`config.mk`:
```
export PLATFORM = sky130hd
export DESIGN_NAME = pointer_motion_shaper_unit_flat
export DESIGN_NICKNAME = d
export VERILOG_FILES = /design/src/sv/pms_pkg.sv /design/src/sv/pms_if.sv /design/src/sv/pointer_motion_shaper_unit.sv /design/src/sv/pms_datapath.sv /design/src/sv/pms_ctrl.sv /design/src/flat_wrapper.sv
export VERILOG_INCLUDE_DIRS = /design/src /design/src/sv
export SDC_FILE = /design/constraint.sdc
export NUM_CORES = 1
export LEC_CHECK = 0
export BUFFER_PORTS_ARGS = -buffer_cell sky130_fd_sc_hd__buf_2
export CAP_MARGIN = 20
export CORE_ASPECT_RATIO = 2
export CORE_UTILIZATION = 50
export CTS_CLUSTER_SIZE = 14
export DETAILED_ROUTE_END_ITERATION = 10
export PLACE_DENSITY = 0.68
export SETUP_SLACK_MARGIN = 0.3
export SLEW_MARGIN = 30
export SYNTH_ARGS = -nofsm -noshare
export SYNTH_HDL_FRONTEND = slang
export SYNTH_SLANG_ARGS = --single-unit
```
`constraint.sdc`:
```
create_clock -name clk_i -period 6.1 [get_ports clk_i]
set_input_delay 1.22 -clock clk_i [delete_from_list [all_inputs] [get_ports clk_i]]
set_output_delay 1.22 -clock clk_i [all_outputs]
set_load 0.01 [all_outputs]
```
`src/sv/pointer_motion_shaper_unit_macros.svh`:
```
// Assertion macros of the pointer motion shaper, included by its controller.
// Needs only a clock and an active-low reset at the place of use.
`ifndef POINTER_MOTION_SHAPER_UNIT_MACROS_SVH
`define POINTER_MOTION_SHAPER_UNIT_MACROS_SVH

// The consequent must hold in the same cycle as the antecedent.
`define PMS_ASSERT_SAME(lbl, clk, rst_n, ante, cons) \
  lbl: assert property (@(posedge clk) disable iff (!rst_n) (ante) |-> (cons)) \
    else $error("pointer motion shaper: same-cycle check failed");

// The consequent must hold in the cycle after the antecedent.
`define PMS_ASSERT_NEXT(lbl, clk, rst_n, ante, cons) \
  lbl: assert property (@(posedge clk) disable iff (!rst_n) (ante) |=> (cons)) \
    else $error("pointer motion shaper: next-cycle check failed");

`endif

```
`src/sv/pms_pkg.sv`:
```
// Shared types and constants of the pointer motion shaper.
// Used by the controller, the datapath and the top level; depends on nothing.
package pms_pkg;

  localparam int unsigned AccW           = 17;
  localparam int unsigned DivSteps       = 17;
  localparam int unsigned DivCntW        = $clog2(DivSteps);
  localparam int unsigned CfgIdxW        = 3;
  localparam int unsigned CfgDataW       = 8;
  localparam logic [6:0]  ClampLimit     = 7'd127;
  localparam logic [5:0]  ResetThreshold = 6'd6;
  localparam logic [7:0]  ResetDivisor   = 8'd24;

  typedef enum logic [CfgIdxW-1:0] {
    CfgDragScroll = 3'd0,
    CfgSniping    = 3'd1,
    CfgAccel      = 3'd2,
    CfgThreshold  = 3'd3,
    CfgDivisor    = 3'd4
  } cfg_idx_e;

  typedef struct packed {
    logic capture;
    logic load;
    logic div_init_thr;
    logic div_step;
    logic take;
    logic mul;
    logic write;
    logic publish;
    logic lane;
    logic use_t;
  } cmd_t;

  typedef struct packed {
    logic drag;
    logic snipe;
    logic accel;
    logic over;
    logic big;
  } sts_t;

  typedef struct packed {
    logic signed [7:0] move_x;
    logic signed [7:0] move_y;
    logic              move_valid;
    logic signed [7:0] scroll_h;
    logic              h_valid;
    logic signed [7:0] scroll_v;
    logic              v_valid;
  } res_t;

endpackage

```
`src/sv/pms_if.sv`:
```
// Valid/ready channel interfaces for motion samples and mouse reports.
// Self-contained; used by the top level of the pointer motion shaper.
interface pms_in_if;
  logic              valid;
  logic              ready;
  logic signed [15:0] delta_x;
  logic signed [15:0] delta_y;

  modport source (output valid, delta_x, delta_y, input ready);
  modport sink   (input valid, delta_x, delta_y, output ready);
endinterface

interface pms_out_if;
  logic              valid;
  logic              ready;
  logic signed [7:0] move_x;
  logic signed [7:0] move_y;
  logic              move_valid;
  logic signed [7:0] scroll_h;
  logic              h_valid;
  logic signed [7:0] scroll_v;
  logic              v_valid;

  modport source (output valid, move_x, move_y, move_valid, scroll_h, h_valid,
                  scroll_v, v_valid, input ready);
  modport sink   (input valid, move_x, move_y, move_valid, scroll_h, h_valid,
                  scroll_v, v_valid, output ready);
endinterface

```
`src/sv/pointer_motion_shaper_unit.sv`:
```
// Outside drag-scroll mode, acceleration lengthens the time from acceptance to report; in
// drag-scroll mode that time is set by the shared 17-step divider and the acceleration.
// One sample is handled at a time; the next is taken in the cycle after the report moves
// into the output register, and a waiting report does not stop the next sample.
// Reset clears the mode bits, both scroll accumulators and all handshake state, and
// restores the threshold to 6 and the acceleration divisor to 24.
module pointer_motion_shaper_unit (
  input  logic                         clk_i,
  input  logic                         rst_ni,
  pms_in_if.sink                       motion_i,
  pms_out_if.source                    report_o,
  input  logic                         cfg_we_i,
  input  logic [pms_pkg::CfgIdxW-1:0]  cfg_idx_i,
  input  logic [pms_pkg::CfgDataW-1:0] cfg_wdata_i
);
  import pms_pkg::*;

  cmd_t cmd;
  sts_t sts;
  res_t res;

  pms_ctrl u_ctrl (
    .clk_i       (clk_i),
    .rst_ni      (rst_ni),
    .in_valid_i  (motion_i.valid),
    .in_ready_o  (motion_i.ready),
    .out_valid_o (report_o.valid),
    .out_ready_i (report_o.ready),
    .sts_i       (sts),
    .cmd_o       (cmd)
  );

  pms_datapath u_datapath (
    .clk_i       (clk_i),
    .rst_ni      (rst_ni),
    .cmd_i       (cmd),
    .sts_o       (sts),
    .cfg_we_i    (cfg_we_i),
    .cfg_idx_i   (cfg_idx_i),
    .cfg_wdata_i (cfg_wdata_i),
    .delta_x_i   (motion_i.delta_x),
    .delta_y_i   (motion_i.delta_y),
    .res_o       (res)
  );

  assign report_o.move_x     = res.move_x;
  assign report_o.move_y     = res.move_y;
  assign report_o.move_valid = res.move_valid;
  assign report_o.scroll_h   = res.scroll_h;
  assign report_o.h_valid    = res.h_valid;
  assign report_o.scroll_v   = res.scroll_v;
  assign report_o.v_valid    = res.v_valid;

endmodule

```
`src/sv/pms_datapath.sv`:
```
// Datapath of the pointer motion shaper: configuration registers, scroll
// accumulators, a shared restoring divider, the squarer and result registers.
// Depends on pms_pkg.
module pms_datapath (
  input  logic                         clk_i,
  input  logic                         rst_ni,
  input  pms_pkg::cmd_t                cmd_i,
  output pms_pkg::sts_t                sts_o,
  input  logic                         cfg_we_i,
  input  logic [pms_pkg::CfgIdxW-1:0]  cfg_idx_i,
  input  logic [pms_pkg::CfgDataW-1:0] cfg_wdata_i,
  input  logic signed [15:0]           delta_x_i,
  input  logic signed [15:0]           delta_y_i,
  output pms_pkg::res_t                res_o
);
  import pms_pkg::*;

  logic                   drag_q, snipe_q, accel_q;
  logic [5:0]             thr_q;
  logic [7:0]             div_q;
  logic signed [AccW-1:0] acc_h_q, acc_v_q;
  logic signed [15:0]     dx_q, dy_q;
  logic [AccW-1:0]        mag_q, quo_q;
  logic                   neg_q;
  logic [7:0]             rem_q;
  logic                   dvs_sel_q;
  res_t                   res_q, out_q;

  logic [7:0]             thr_eff, div_eff, dvs;
  logic signed [AccW-1:0] sum_h, sum_v, src;
  logic [AccW-1:0]        src_mag;
  logic [8:0]             part, diff;
  logic                   ge;
  logic [13:0]            sq;
  logic [AccW:0]          shaped;
  logic [6:0]             clamp_mag;
  logic signed [7:0]      val;

  assign thr_eff = (thr_q == 6'd0) ? 8'd1 : {2'b00, thr_q};
  assign div_eff = (div_q == 8'd0) ? 8'd1 : div_q;
  assign dvs     = dvs_sel_q ? div_eff : thr_eff;

  assign sum_h = acc_h_q + {dx_q[15], dx_q};
  assign sum_v = acc_v_q - {dy_q[15], dy_q};

  always_comb begin
    if (cmd_i.lane) begin
      src = drag_q ? sum_v : {dy_q[15], dy_q};
    end else begin
      src = drag_q ? sum_h : {dx_q[15], dx_q};
    end
  end

  assign src_mag = src[AccW-1] ? AccW'(-src) : AccW'(src);

  assign part = {rem_q, quo_q[AccW-1]};
  assign ge   = part >= {1'b0, dvs};
  assign diff = part - {1'b0, dvs};
  assign sq   = mag_q[6:0] * mag_q[6:0];

  assign shaped    = cmd_i.use_t ? ({1'b0, quo_q} + {1'b0, mag_q}) : {1'b0, mag_q};
  assign clamp_mag = (shaped > {{(AccW-6){1'b0}}, ClampLimit}) ? ClampLimit : shaped[6:0];
  assign val       = neg_q ? -$signed({1'b0, clamp_mag}) : $signed({1'b0, clamp_mag});

  assign sts_o.drag  = drag_q;
  assign sts_o.snipe = snipe_q;
  assign sts_o.accel = accel_q;
  assign sts_o.over  = src_mag > {{(AccW-8){1'b0}}, thr_eff};
  assign sts_o.big   = |mag_q[AccW-1:7];

  always_ff @(posedge clk_i or negedge rst_ni) begin
    if (!rst_ni) begin
      drag_q  <= 1'b0;
      snipe_q <= 1'b0;
      accel_q <= 1'b0;
      thr_q   <= ResetThreshold;
      div_q   <= ResetDivisor;
    end else if (cfg_we_i) begin
      case (cfg_idx_e'(cfg_idx_i))
        CfgDragScroll: drag_q  <= cfg_wdata_i[0];
        CfgSniping:    snipe_q <= cfg_wdata_i[0];
        CfgAccel:      accel_q <= cfg_wdata_i[0];
        CfgThreshold:  thr_q   <= cfg_wdata_i[5:0];
        CfgDivisor:    div_q   <= cfg_wdata_i;
        default: begin
        end
      endcase
    end
  end

  // An accumulator is cleared when its magnitude passes the threshold.
  always_ff @(posedge clk_i or negedge rst_ni) begin
    if (!rst_ni) begin
      acc_h_q <= '0;
      acc_v_q <= '0;
    end else if (cmd_i.load && drag_q) begin
      if (cmd_i.lane) begin
        acc_v_q <= sts_o.over ? '0 : sum_v;
      end else begin
        acc_h_q <= sts_o.over ? '0 : sum_h;
      end
    end
  end

  always_ff @(posedge clk_i) begin
    if (cmd_i.capture) begin
      dx_q  <= delta_x_i;
      dy_q  <= delta_y_i;
      res_q <= '0;
    end
    if (cmd_i.load) begin
      mag_q <= src_mag;
      neg_q <= src[AccW-1];
    end
    if (cmd_i.take) begin
      mag_q <= quo_q;
    end
    if (cmd_i.div_init_thr) begin
      quo_q     <= mag_q;
      rem_q     <= '0;
      dvs_sel_q <= 1'b0;
    end
    if (cmd_i.mul) begin
      quo_q     <= {{(AccW-14){1'b0}}, sq};
      rem_q     <= '0;
      dvs_sel_q <= 1'b1;
    end
    if (cmd_i.div_step) begin
      rem_q <= ge ? diff[7:0] : part[7:0];
      quo_q <= {quo_q[AccW-2:0], ge};
    end
    if (cmd_i.write) begin
      if (drag_q) begin
        if (cmd_i.lane) begin
          res_q.scroll_v <= val;
          res_q.v_valid  <= 1'b1;
        end else begin
          res_q.scroll_h <= val;
          res_q.h_valid  <= 1'b1;
        end
      end else begin
        if (cmd_i.lane) begin
          res_q.move_y <= val;
        end else begin
          res_q.move_x <= val;
        end
        res_q.move_valid <= 1'b1;
      end
    end
    if (cmd_i.publish) begin
      out_q <= res_q;
    end
  end

  assign res_o = out_q;

endmodule

```
`src/sv/pms_ctrl.sv`:
```
// Controller of the pointer motion shaper: sequences the two lanes of a
// sample through load, divide, square and write steps. Depends on pms_pkg.
module pms_ctrl (
  input  logic          clk_i,
  input  logic          rst_ni,
  input  logic          in_valid_i,
  output logic          in_ready_o,
  output logic          out_valid_o,
  input  logic          out_ready_i,
  input  pms_pkg::sts_t sts_i,
  output pms_pkg::cmd_t cmd_o
);
  import pms_pkg::*;

  `include "pointer_motion_shaper_unit_macros.svh"

  typedef enum logic [7:0] {
    S_IDLE   = 8'b0000_0001,
    S_LOAD   = 8'b0000_0010,
    S_DIVSET = 8'b0000_0100,
    S_DIVRUN = 8'b0000_1000,
    S_TAKE   = 8'b0001_0000,
    S_SHAPE  = 8'b0010_0000,
    S_MUL    = 8'b0100_0000,
    S_WRITE  = 8'b1000_0000
  } state_e;

  state_e             state_q, state_d;
  logic               finish_q, finish_d;
  logic               lane_q, lane_d;
  logic               phase_q, phase_d;
  logic               use_t_q, use_t_d;
  logic [DivCntW-1:0] cnt_q, cnt_d;
  logic               out_valid_q, out_valid_d;

  always_comb begin
    state_d      = state_q;
    finish_d     = finish_q;
    lane_d       = lane_q;
    phase_d      = phase_q;
    use_t_d      = use_t_q;
    cnt_d        = cnt_q;
    out_valid_d  = out_valid_q;
    cmd_o        = '0;
    cmd_o.lane   = lane_q;
    cmd_o.use_t  = use_t_q;
    if (out_valid_q && out_ready_i) begin
      out_valid_d = 1'b0;
    end
    if (finish_q) begin
      // The finished report waits here until the output register is free.
      if (!out_valid_q || out_ready_i) begin
        cmd_o.publish = 1'b1;
        out_valid_d   = 1'b1;
        finish_d      = 1'b0;
        state_d       = S_IDLE;
      end
    end else begin
      case (state_q)
        S_IDLE: begin
          if (in_valid_i) begin
            cmd_o.capture = 1'b1;
            lane_d        = 1'b0;
            state_d       = S_LOAD;
          end
        end
        S_LOAD: begin
          cmd_o.load = 1'b1;
          use_t_d    = 1'b0;
          if (sts_i.drag && !sts_i.over) begin
            if (!lane_q) begin
              lane_d  = 1'b1;
              state_d = S_LOAD;
            end else begin
              finish_d = 1'b1;
            end
          end else if (sts_i.drag) begin
            state_d = S_DIVSET;
          end else begin
            state_d = S_SHAPE;
          end
        end
        S_DIVSET: begin
          cmd_o.div_init_thr = 1'b1;
          cnt_d              = '0;
          phase_d            = 1'b0;
          state_d            = S_DIVRUN;
        end
        S_DIVRUN: begin
          cmd_o.div_step = 1'b1;
          cnt_d          = cnt_q + 1'b1;
          if (cnt_q == DivCntW'(DivSteps - 1)) begin
            state_d = phase_q ? S_WRITE : S_TAKE;
          end
        end
        S_TAKE: begin
          cmd_o.take = 1'b1;
          state_d    = S_SHAPE;
        end
        S_SHAPE: begin
          if (sts_i.accel && !sts_i.big && (sts_i.drag || !sts_i.snipe)) begin
            state_d = S_MUL;
          end else begin
            state_d = S_WRITE;
          end
        end
        S_MUL: begin
          cmd_o.mul = 1'b1;
          cnt_d     = '0;
          phase_d   = 1'b1;
          use_t_d   = 1'b1;
          state_d   = S_DIVRUN;
        end
        S_WRITE: begin
          cmd_o.write = 1'b1;
          if (!lane_q) begin
            lane_d  = 1'b1;
            state_d = S_LOAD;
          end else begin
            finish_d = 1'b1;
          end
        end
        default: begin
          state_d = S_IDLE;
        end
      endcase
    end
  end

  always_ff @(posedge clk_i or negedge rst_ni) begin
    if (!rst_ni) begin
      state_q     <= S_IDLE;
      finish_q    <= 1'b0;
      lane_q      <= 1'b0;
      phase_q     <= 1'b0;
      use_t_q     <= 1'b0;
      cnt_q       <= '0;
      out_valid_q <= 1'b0;
    end else begin
      state_q     <= state_d;
      finish_q    <= finish_d;
      lane_q      <= lane_d;
      phase_q     <= phase_d;
      use_t_q     <= use_t_d;
      cnt_q       <= cnt_d;
      out_valid_q <= out_valid_d;
    end
  end

  assign in_ready_o  = (state_q == S_IDLE) && !finish_q;
  assign out_valid_o = out_valid_q;

  `PMS_ASSERT_NEXT(a_accept_starts_lane0, clk_i, rst_ni, in_valid_i && in_ready_o, state_q == S_LOAD && !lane_q)
  `PMS_ASSERT_NEXT(a_last_write_finishes, clk_i, rst_ni, !finish_q && state_q == S_WRITE && lane_q, finish_q)
  `PMS_ASSERT_NEXT(a_blocked_finish_holds, clk_i, rst_ni, finish_q && out_valid_q && !out_ready_i, finish_q && out_valid_q)
  `PMS_ASSERT_SAME(a_div_count_bound, clk_i, rst_ni, state_q == S_DIVRUN, cnt_q <= DivCntW'(DivSteps - 1))

endmodule

```
`src/flat_wrapper.sv`:
```
// flat-port wrapper written by rule: the top's interface ports become plain ports
module pointer_motion_shaper_unit_flat import pms_pkg::*;
  (clk_i, rst_ni, cfg_we_i, cfg_idx_i, cfg_wdata_i, motion_i_valid, motion_i_delta_x, motion_i_delta_y, motion_i_ready, report_o_valid, report_o_move_x, report_o_move_y, report_o_move_valid, report_o_scroll_h, report_o_h_valid, report_o_scroll_v, report_o_v_valid, report_o_ready);
  pms_in_if motion_i_i ();
  pms_out_if report_o_i ();
  input  logic clk_i;
  input  logic rst_ni;
  input  logic cfg_we_i;
  input  logic [pms_pkg::CfgIdxW-1:0] cfg_idx_i;
  input  logic [pms_pkg::CfgDataW-1:0] cfg_wdata_i;
  input wire logic [$bits(motion_i_i.valid)-1:0] motion_i_valid;
  input wire logic [$bits(motion_i_i.delta_x)-1:0] motion_i_delta_x;
  input wire logic [$bits(motion_i_i.delta_y)-1:0] motion_i_delta_y;
  output wire logic [$bits(motion_i_i.ready)-1:0] motion_i_ready;
  output wire logic [$bits(report_o_i.valid)-1:0] report_o_valid;
  output wire logic [$bits(report_o_i.move_x)-1:0] report_o_move_x;
  output wire logic [$bits(report_o_i.move_y)-1:0] report_o_move_y;
  output wire logic [$bits(report_o_i.move_valid)-1:0] report_o_move_valid;
  output wire logic [$bits(report_o_i.scroll_h)-1:0] report_o_scroll_h;
  output wire logic [$bits(report_o_i.h_valid)-1:0] report_o_h_valid;
  output wire logic [$bits(report_o_i.scroll_v)-1:0] report_o_scroll_v;
  output wire logic [$bits(report_o_i.v_valid)-1:0] report_o_v_valid;
  input wire logic [$bits(report_o_i.ready)-1:0] report_o_ready;
  assign motion_i_i.valid = motion_i_valid;
  assign motion_i_i.delta_x = motion_i_delta_x;
  assign motion_i_i.delta_y = motion_i_delta_y;
  assign motion_i_ready = motion_i_i.ready;
  assign report_o_valid = report_o_i.valid;
  assign report_o_move_x = report_o_i.move_x;
  assign report_o_move_y = report_o_i.move_y;
  assign report_o_move_valid = report_o_i.move_valid;
  assign report_o_scroll_h = report_o_i.scroll_h;
  assign report_o_h_valid = report_o_i.h_valid;
  assign report_o_scroll_v = report_o_i.scroll_v;
  assign report_o_v_valid = report_o_i.v_valid;
  assign report_o_i.ready = report_o_ready;
  pointer_motion_shaper_unit u_core (.clk_i(clk_i), .rst_ni(rst_ni), .motion_i(motion_i_i), .report_o(report_o_i), .cfg_we_i(cfg_we_i), .cfg_idx_i(cfg_idx_i), .cfg_wdata_i(cfg_wdata_i));
endmodule
```
After elaboration in Yosys (flattened, before gate mapping)

Cells that the tools add are included.

Add/subtract/negate cells: 7
Multiply operators: 1
Magnitude comparators: 3
Equal/unequal tests: 18
Muxes and demuxes: 64
Bitwise logic cells: 2
Reductions and logical operators: 36

Operators with widths:

| kind                  | count |
|---|---|
| $mux W17              | 12 |
| $mux W8               | 17 |
| $mux W35              | 2 |
| $pmux W8 S7           | 1 |
| $mux W18              | 2 |
| $reduce_and A2 Y1     | 10 |
| $mux W1               | 19 |
| $add A17 B17 Y18      | 1 |
| $gt A18 B7 Y1 const B | 1 |
| $mux W9               | 2 |
| $add A17 B17 Y17      | 1 |
| $gt A17 B6 Y1         | 1 |
| $neg A17 Y17          | 1 |
| $sub A17 B17 Y17      | 1 |
| $mul A7 B7 Y14        | 1 |
| $mux W7               | 2 |
| $mux W6               | 2 |
| $pmux W5 S2           | 1 |
| $reduce_or A10 Y1     | 1 |
| $ge A9 B8 Y1          | 1 |
| $eq A8 B1 Y1 const B  | 1 |
| $eq A8 B2 Y1 const B  | 1 |
| $eq A8 B3 Y1 const B  | 1 |
| $eq A8 B4 Y1 const B  | 1 |
| 28 further kinds      | 48 |

Bits in registers: 215
Input port bits: 48
Logic and storage cells: 166

Longest topological paths before layout

Depth in word-level cells: 11
Mapped depth: 28
Mapped depth without buffers: 24

By module

A second synthesis with hierarchy kept.

Cells, all modules: 1,445
Area, all modules: 14,028.5 µm²

Modules (own cells, without submodules):

| module       | times used | cells an instance | area each (µm²) | seq. area each (µm²) |
|---|---|---|---|---|
| pms_datapath | 1          | 1,316             | 12,847.3        | 5,305.1 |
| pms_ctrl     | 1          | 129               | 1,181.1         | 451.7 |

Worst setup path after synthesis

OpenSTA, ideal clock, no wires.

Path kind: reg2reg
From: register u_core.u_datapath.dy_q[0]
To: register u_core.u_datapath.acc_v_q[10]
Library setup time: 84 ps
Arrival: 4,738 ps
Required time: 6,016 ps
Setup slack: 1,278 ps
Stages on the path, launching flop included: 27
Buffers on the path: 3
Period minus slack after synthesis: 4,822 ps
Cells stage by stage: edfxtp_1 -> ha_1 -> fa_1 -> nand2b_1 -> a21oi_1 -> o211ai_1 -> o21a_1 -> o211ai_1 -> mux2i_1 -> or2_2 -> clkbuf_1 -> clkbuf_1 -> nor2_1 -> a21oi_1 -> ha_1 -> nor2b_1 -> o21a_1 -> o21ai_0 -> nand2b_1 -> a21oi_1 -> nor2b_1 -> o22ai_1 -> o41ai_1 -> buf_2 -> nor4_1 -> o21ai_1 -> o21ai_0

Cells in the longest elaborated chain, start to end: 7

Ends and longest elaborated chain:

| element                | line                | text |
|---|---|---|
| start, declared        | pms_datapath.sv:22  | `logic signed [15:0] dx_q, dy_q;` |
| start signal, assigned | pms_datapath.sv:108 | `dy_q <= delta_y_i;` |
| $sub A17 B17 Y17       | pms_datapath.sv:44  | `assign sum_v = acc_v_q - {dy_q[15], dy_q};` |
| $mux W17               | pms_datapath.sv:48  | `src = drag_q ? sum_v : {dy_q[15], dy_q};` |
| $mux W17               | pms_datapath.sv:47  | `if (cmd_i.lane) begin` |
| $neg A17 Y17           | pms_datapath.sv:54  | `assign src_mag = src[AccW-1] ? AccW'(-src) : AccW'(src);` |
| $mux W17               | pms_datapath.sv:54  |  |
| $gt A17 B6 Y1          | pms_datapath.sv:68  | `assign sts_o.over = src_mag > {{(AccW-8){1'b0}}, thr_eff};` |
| $mux W17 (*)           | pms_datapath.sv:98  | `acc_v_q <= sts_o.over ? '0 : sum_v;` |
| end signal, assigned   | pms_datapath.sv:98  |  |
| end, declared          | pms_datapath.sv:21  | `logic signed [AccW-1:0] acc_h_q, acc_v_q;` |

Every way passes the cells marked *; elsewhere a longest branch is shown, timed or not.
A chain may end at the register's enable or synchronous reset.

Worst setup path in the final report

From: register u_core.u_datapath.dy_q[0]
To: register u_core.u_ctrl.state_q[2]

Cells in the longest elaborated chain, start to end: 11

Ends and longest elaborated chain:

| element                 | line               | text |
|---|---|---|
| $sub A17 B17 Y17        | pms_datapath.sv:44 |  |
| $mux W17 (*)            | pms_datapath.sv:48 |  |
| $mux W17 (*)            | pms_datapath.sv:47 |  |
| $neg A17 Y17            | pms_datapath.sv:54 |  |
| $mux W17 (*)            | pms_datapath.sv:54 |  |
| $gt A17 B6 Y1 (*)       | pms_datapath.sv:68 |  |
| $logic_not A1 Y1 (*)    | pms_ctrl.sv:70     | `if (sts_i.drag && !sts_i.over) begin` |
| $logic_and A1 B1 Y1 (*) | pms_ctrl.sv:70     |  |
| $mux W8 (*)             | pms_ctrl.sv:70     |  |
| $pmux W8 S7 (*)         | pms_ctrl.sv:59     | `case (state_q)` |
| $mux W8 (*)             | pms_ctrl.sv:50     | `if (finish_q) begin` |
| end signal, assigned    | pms_ctrl.sv:140    | `state_q <= state_d;` |
| end, declared           | pms_ctrl.sv:28     | `state_e state_q, state_d;` |

Marks and branches as above.

==> reports/metrics.yaml <==
sta:
  setup_viol: 0
  max_freq_ghz: 0.187
  hold_viol_final: 0
  min_period_ns: 5.36
  rsz0062_at_grt: "no"
  report.final.slew_viol_count: 0
  tightest_slew_ns: 0.924
  finalCritPeriodShare_pct: 87.8
  fin_skew_ns: 0.0139
  max_slew_margin_pct: 38.3
  fin_setup_tns_ns: 0
routing:
  wirelength_mm: 40.2
  drt-wirelength-per-cell_um: 20.9
  antenna_left: 0
  firstDrtPassIters: 6
  met3_length_mm: 1.39
  wl_met1_mm: 12.7
  met2WireLength_mm: 22.5
  remaining_drc_errors: 0
  drtIter0Drc: 578
  highest_layer: "met4"
  post_drt_via_cell_ratio: 6.08
  num_vias: 11700
worst_setup_path:
  critPathKind: "flip-flop to flip-flop"
  worstPathCellList: "ha_1 > fa_1 > nand2b_1 > a21oi_1 > o211ai_1 > o21a_1 > o211ai_1 > mux2i_2 > or2_4 > nor2_1 > a21oi_1 > ha_1 > nor2b_1 > o21a_1 > o21ai_0 > nand2b_1 > a21oi_1 > nor2b_1 > o22ai_1 > o41ai_2 > buf_4 > or3_1 > o32a_1"
  startpoint_type: "flip-flop"
  reg2reg_depth: 23
  timing.rr.end: "u_core.u_ctrl.state_q[2]$_DFFE_PN0P_"
  crit_path_frequent_cell: "a21oi_1"
  r2r_setup_slack_ns: 0.74
  path_depth: 23
  crit_end: "u_core.u_ctrl.state_q[2]$_DFFE_PN0P_"
  slowest_stage: "fa_1"
  r2r_start: "u_core.u_datapath.dy_q[0]$_DFFE_PP_"
  worstPathRequired_ns: 6.52
  path_max_fanout: 13
  critPathLaunch: "u_core.u_datapath.dy_q[0]$_DFFE_PP_"
  critPathTopFamily: "compound AO/OA/AOI/OAI gates"
  slowest_delay_ns: 0.42
  cp_data_arrival_time_ns: 5.78
  path_buf_inv: 1
  end_kind: "flip-flop"
global_routing:
  track_usage_pct: 28.5
  grt_first_pass_wirelength_mm: 62.6
  grt_pass1_vias: 11900
  grt_max_degree: 70
  antenna_found_initial: 0
  overflow: 0
cells_and_area:
  area_delta_synth_final_pct: 11.1
  final_cell_mix: "nand2_1 (156), o21ai_0 (144), edfxtp_1 (110)"
  final_core_util_pct: 56.8
  final_common_cell: "nand2_1"
  drive_gt1_share_pct: 14.1
  fin_nets: 1713
  antenna_cells: 0
  nFillCells: 2489
logic_synthesis:
  netlist_instances: 1484
  synth_nets: 1641
  yosysSeqAreaShare_pct: 40.7
  ys_async_sr_fraction_pct: 32.1
  avgSynthCellArea_um2: 9.53
  synth.ff_latch_count: 215
  synth_edf_count: 110
  yosysWarnings: 0
  synth_ff_type: "edfxtp_1"
  netlist_area_mm2: 0.0141
  synth.distinct_cells: 90
pwr:
  pwr_density_cell_mw_per_mm2: 450
  p_leak_uw: 0.00648
  ir_worst_vdd_uv: 288
placed_design:
  place_hpwl_mm: 31.1
  routabilityCongestion: 1.01
  port_buffers: 84
status:
  status: "finished, final reports clean"
clocking:
  cts_tree: "built"
  cts_max_path_buffers: 3
  clk_root_buffer_cell: "clkbuf_16"
  cts_hold_buf: 0
  clock-sinks: 215
  insertion_delay_ns: 0.53
  cts_buffers: 22
  clk_pin_slew_worst_paths_ns: 0.07
  cts_htree_levels: 1
die:
  rows: 86
  die_w_um: 121
  die_height_um: 240
  die-area_mm2: 0.0290
  ios: 85
  initial_utilization_pct: 51.1
  core_region_area_mm2: 0.0277
job:
  cap_violations: 0
min_path:
  worst_hold_path_type: "flip-flop to flip-flop"
## area by class of cell
| cell class | instances | area (um2) | area share (%) |
|---|---|---|---|
| clock buffers | 31 | 636 | 4.05 |
| clock inverters | 9 | 86.3 | 0.549 |
| inverters | 82 | 308 | 1.96 |
| multi-input cells | 1122 | 7840 | 49.9 |
| flip-flops and latches | 215 | 5760 | 36.6 |
| well taps | 352 | 440 | 2.80 |
| repair buffers | 113 | 644 | 4.10 |
## routing by layer
| metal | vias up | track usage [%] |
|---|---|---|
| met5 | - | 0 |
| met4 | 0 | 23.2 |
| met3 | 167 | 2.88 |
| met2 | 363 | 56.3 |
| met1 | 5590 | 25.0 |
| li1 | 5582 | - |
## through the flow
step,total power [uW],hold slack (ns),area [um2],std cells,worst slack [ns]
2_1_floorplan,4690,0.408,14100,1484,1.28
3_3_place_gp,5600,0.411,14900,1879,0.805
3_5_place_dp,5700,0.417,14900,1879,0.616
4_1_cts,7080,0.432,15700,1919,0.584
5_1_grt,7580,0.431,15700,1924,0.307
6_report,7070,0.431,15700,1924,0.743
## flip-flops by register name, summed over array words and instances, names as in the netlist, 5 cells and up
name / count
u_core.u_datapath.div_q: 8
u_core.u_datapath.thr_q: 6
u_core.u_datapath.dx_q: 16
u_core.u_datapath.rem_q: 8
u_core.u_ctrl.state_q: 8
u_core.u_ctrl.cnt_q: 5
u_core.u_datapath.dy_q: 16
u_core.u_datapath.acc_h_q: 17
u_core.u_datapath.res_o: 35
u_core.u_datapath.res_q: 35
u_core.u_datapath.mag_q: 17
u_core.u_datapath.quo_q: 17
u_core.u_datapath.acc_v_q: 17
## timing repair
action	in CTS	in global routing
buffers inserted	0	5
hold endpoints to repair	0	0
resized for setup	0	4
endpoints found under the setup margin	0	28
## worst min path at each step
stage | from | end | cells after the start
floorplan | u_core.u_datapath.res_q[10]$_DFF_P_ | u_core.u_datapath.res_o[10]$_DFFE_PP_ | 0
global placement | u_core.u_datapath.res_q[32]$_DFF_P_ | u_core.u_datapath.res_o[32]$_DFFE_PP_ | 0
detailed placement | u_core.u_datapath.res_q[32]$_DFF_P_ | u_core.u_datapath.res_o[32]$_DFFE_PP_ | 0
CTS | u_core.u_datapath.res_q[8]$_DFF_P_ | u_core.u_datapath.res_o[8]$_DFFE_PP_ | 0
global route | u_core.u_datapath.res_q[17]$_DFF_P_ | u_core.u_datapath.res_o[17]$_DFFE_PP_ | 0
finish | u_core.u_datapath.res_q[8]$_DFF_P_ | u_core.u_datapath.res_o[8]$_DFFE_PP_ | 0
## cell usage after synthesis (all sizes together), types with 6 or more instances
master	instances	area, um2
o31ai	11	82.6
a31oi	7	43.8
o21ai	157	790
xnor2	32	280
or3	10	62.6
fa	18	360
and2	25	156
nand2	157	592
inv	81	304
nand4b	7	76.3
a221o	7	70.1
nor4	14	87.6
a21oi	65	337
nor3	44	230
nor2b	10	62.6
nand4	8	56.3
a22oi	8	60.1
a22o	7	61.3
mux2	25	282
mux2i	30	300
edfxtp	110	3300
dfrtp	64	1600
xor2	29	254
nor2	92	350
o22ai	11	68.8
or2	6	37.5
o21bai	6	45.0
a21o	17	128
o211ai	12	90.1
buf	18	91.3
o21a	22	165
nand3	60	300
clkbuf	47	176
and3	14	87.6
nand2b	20	125
a211oi	18	165
ha	91	1140
dfxtp	36	721
## cell families after synthesis
group | Yosys count | share of synthesized area, %
AND/OR/NAND/NOR | 494 | 17.6
AO/OA/AOI/OAI | 398 | 18.3
flip-flops | 215 | 40.7
buffers and inverters | 147 | 4.07
adder cells (fa/ha/maj) | 109 | 10.6
XOR/XNOR | 61 | 3.78
multiplexers | 60 | 4.91
## report_power, final
group / switching, uW / internal (uW)
combinational: 2220 / 1500
sequential: 191 / 1790
clock: 588 / 774
Power figures use the tool's default switching activity.
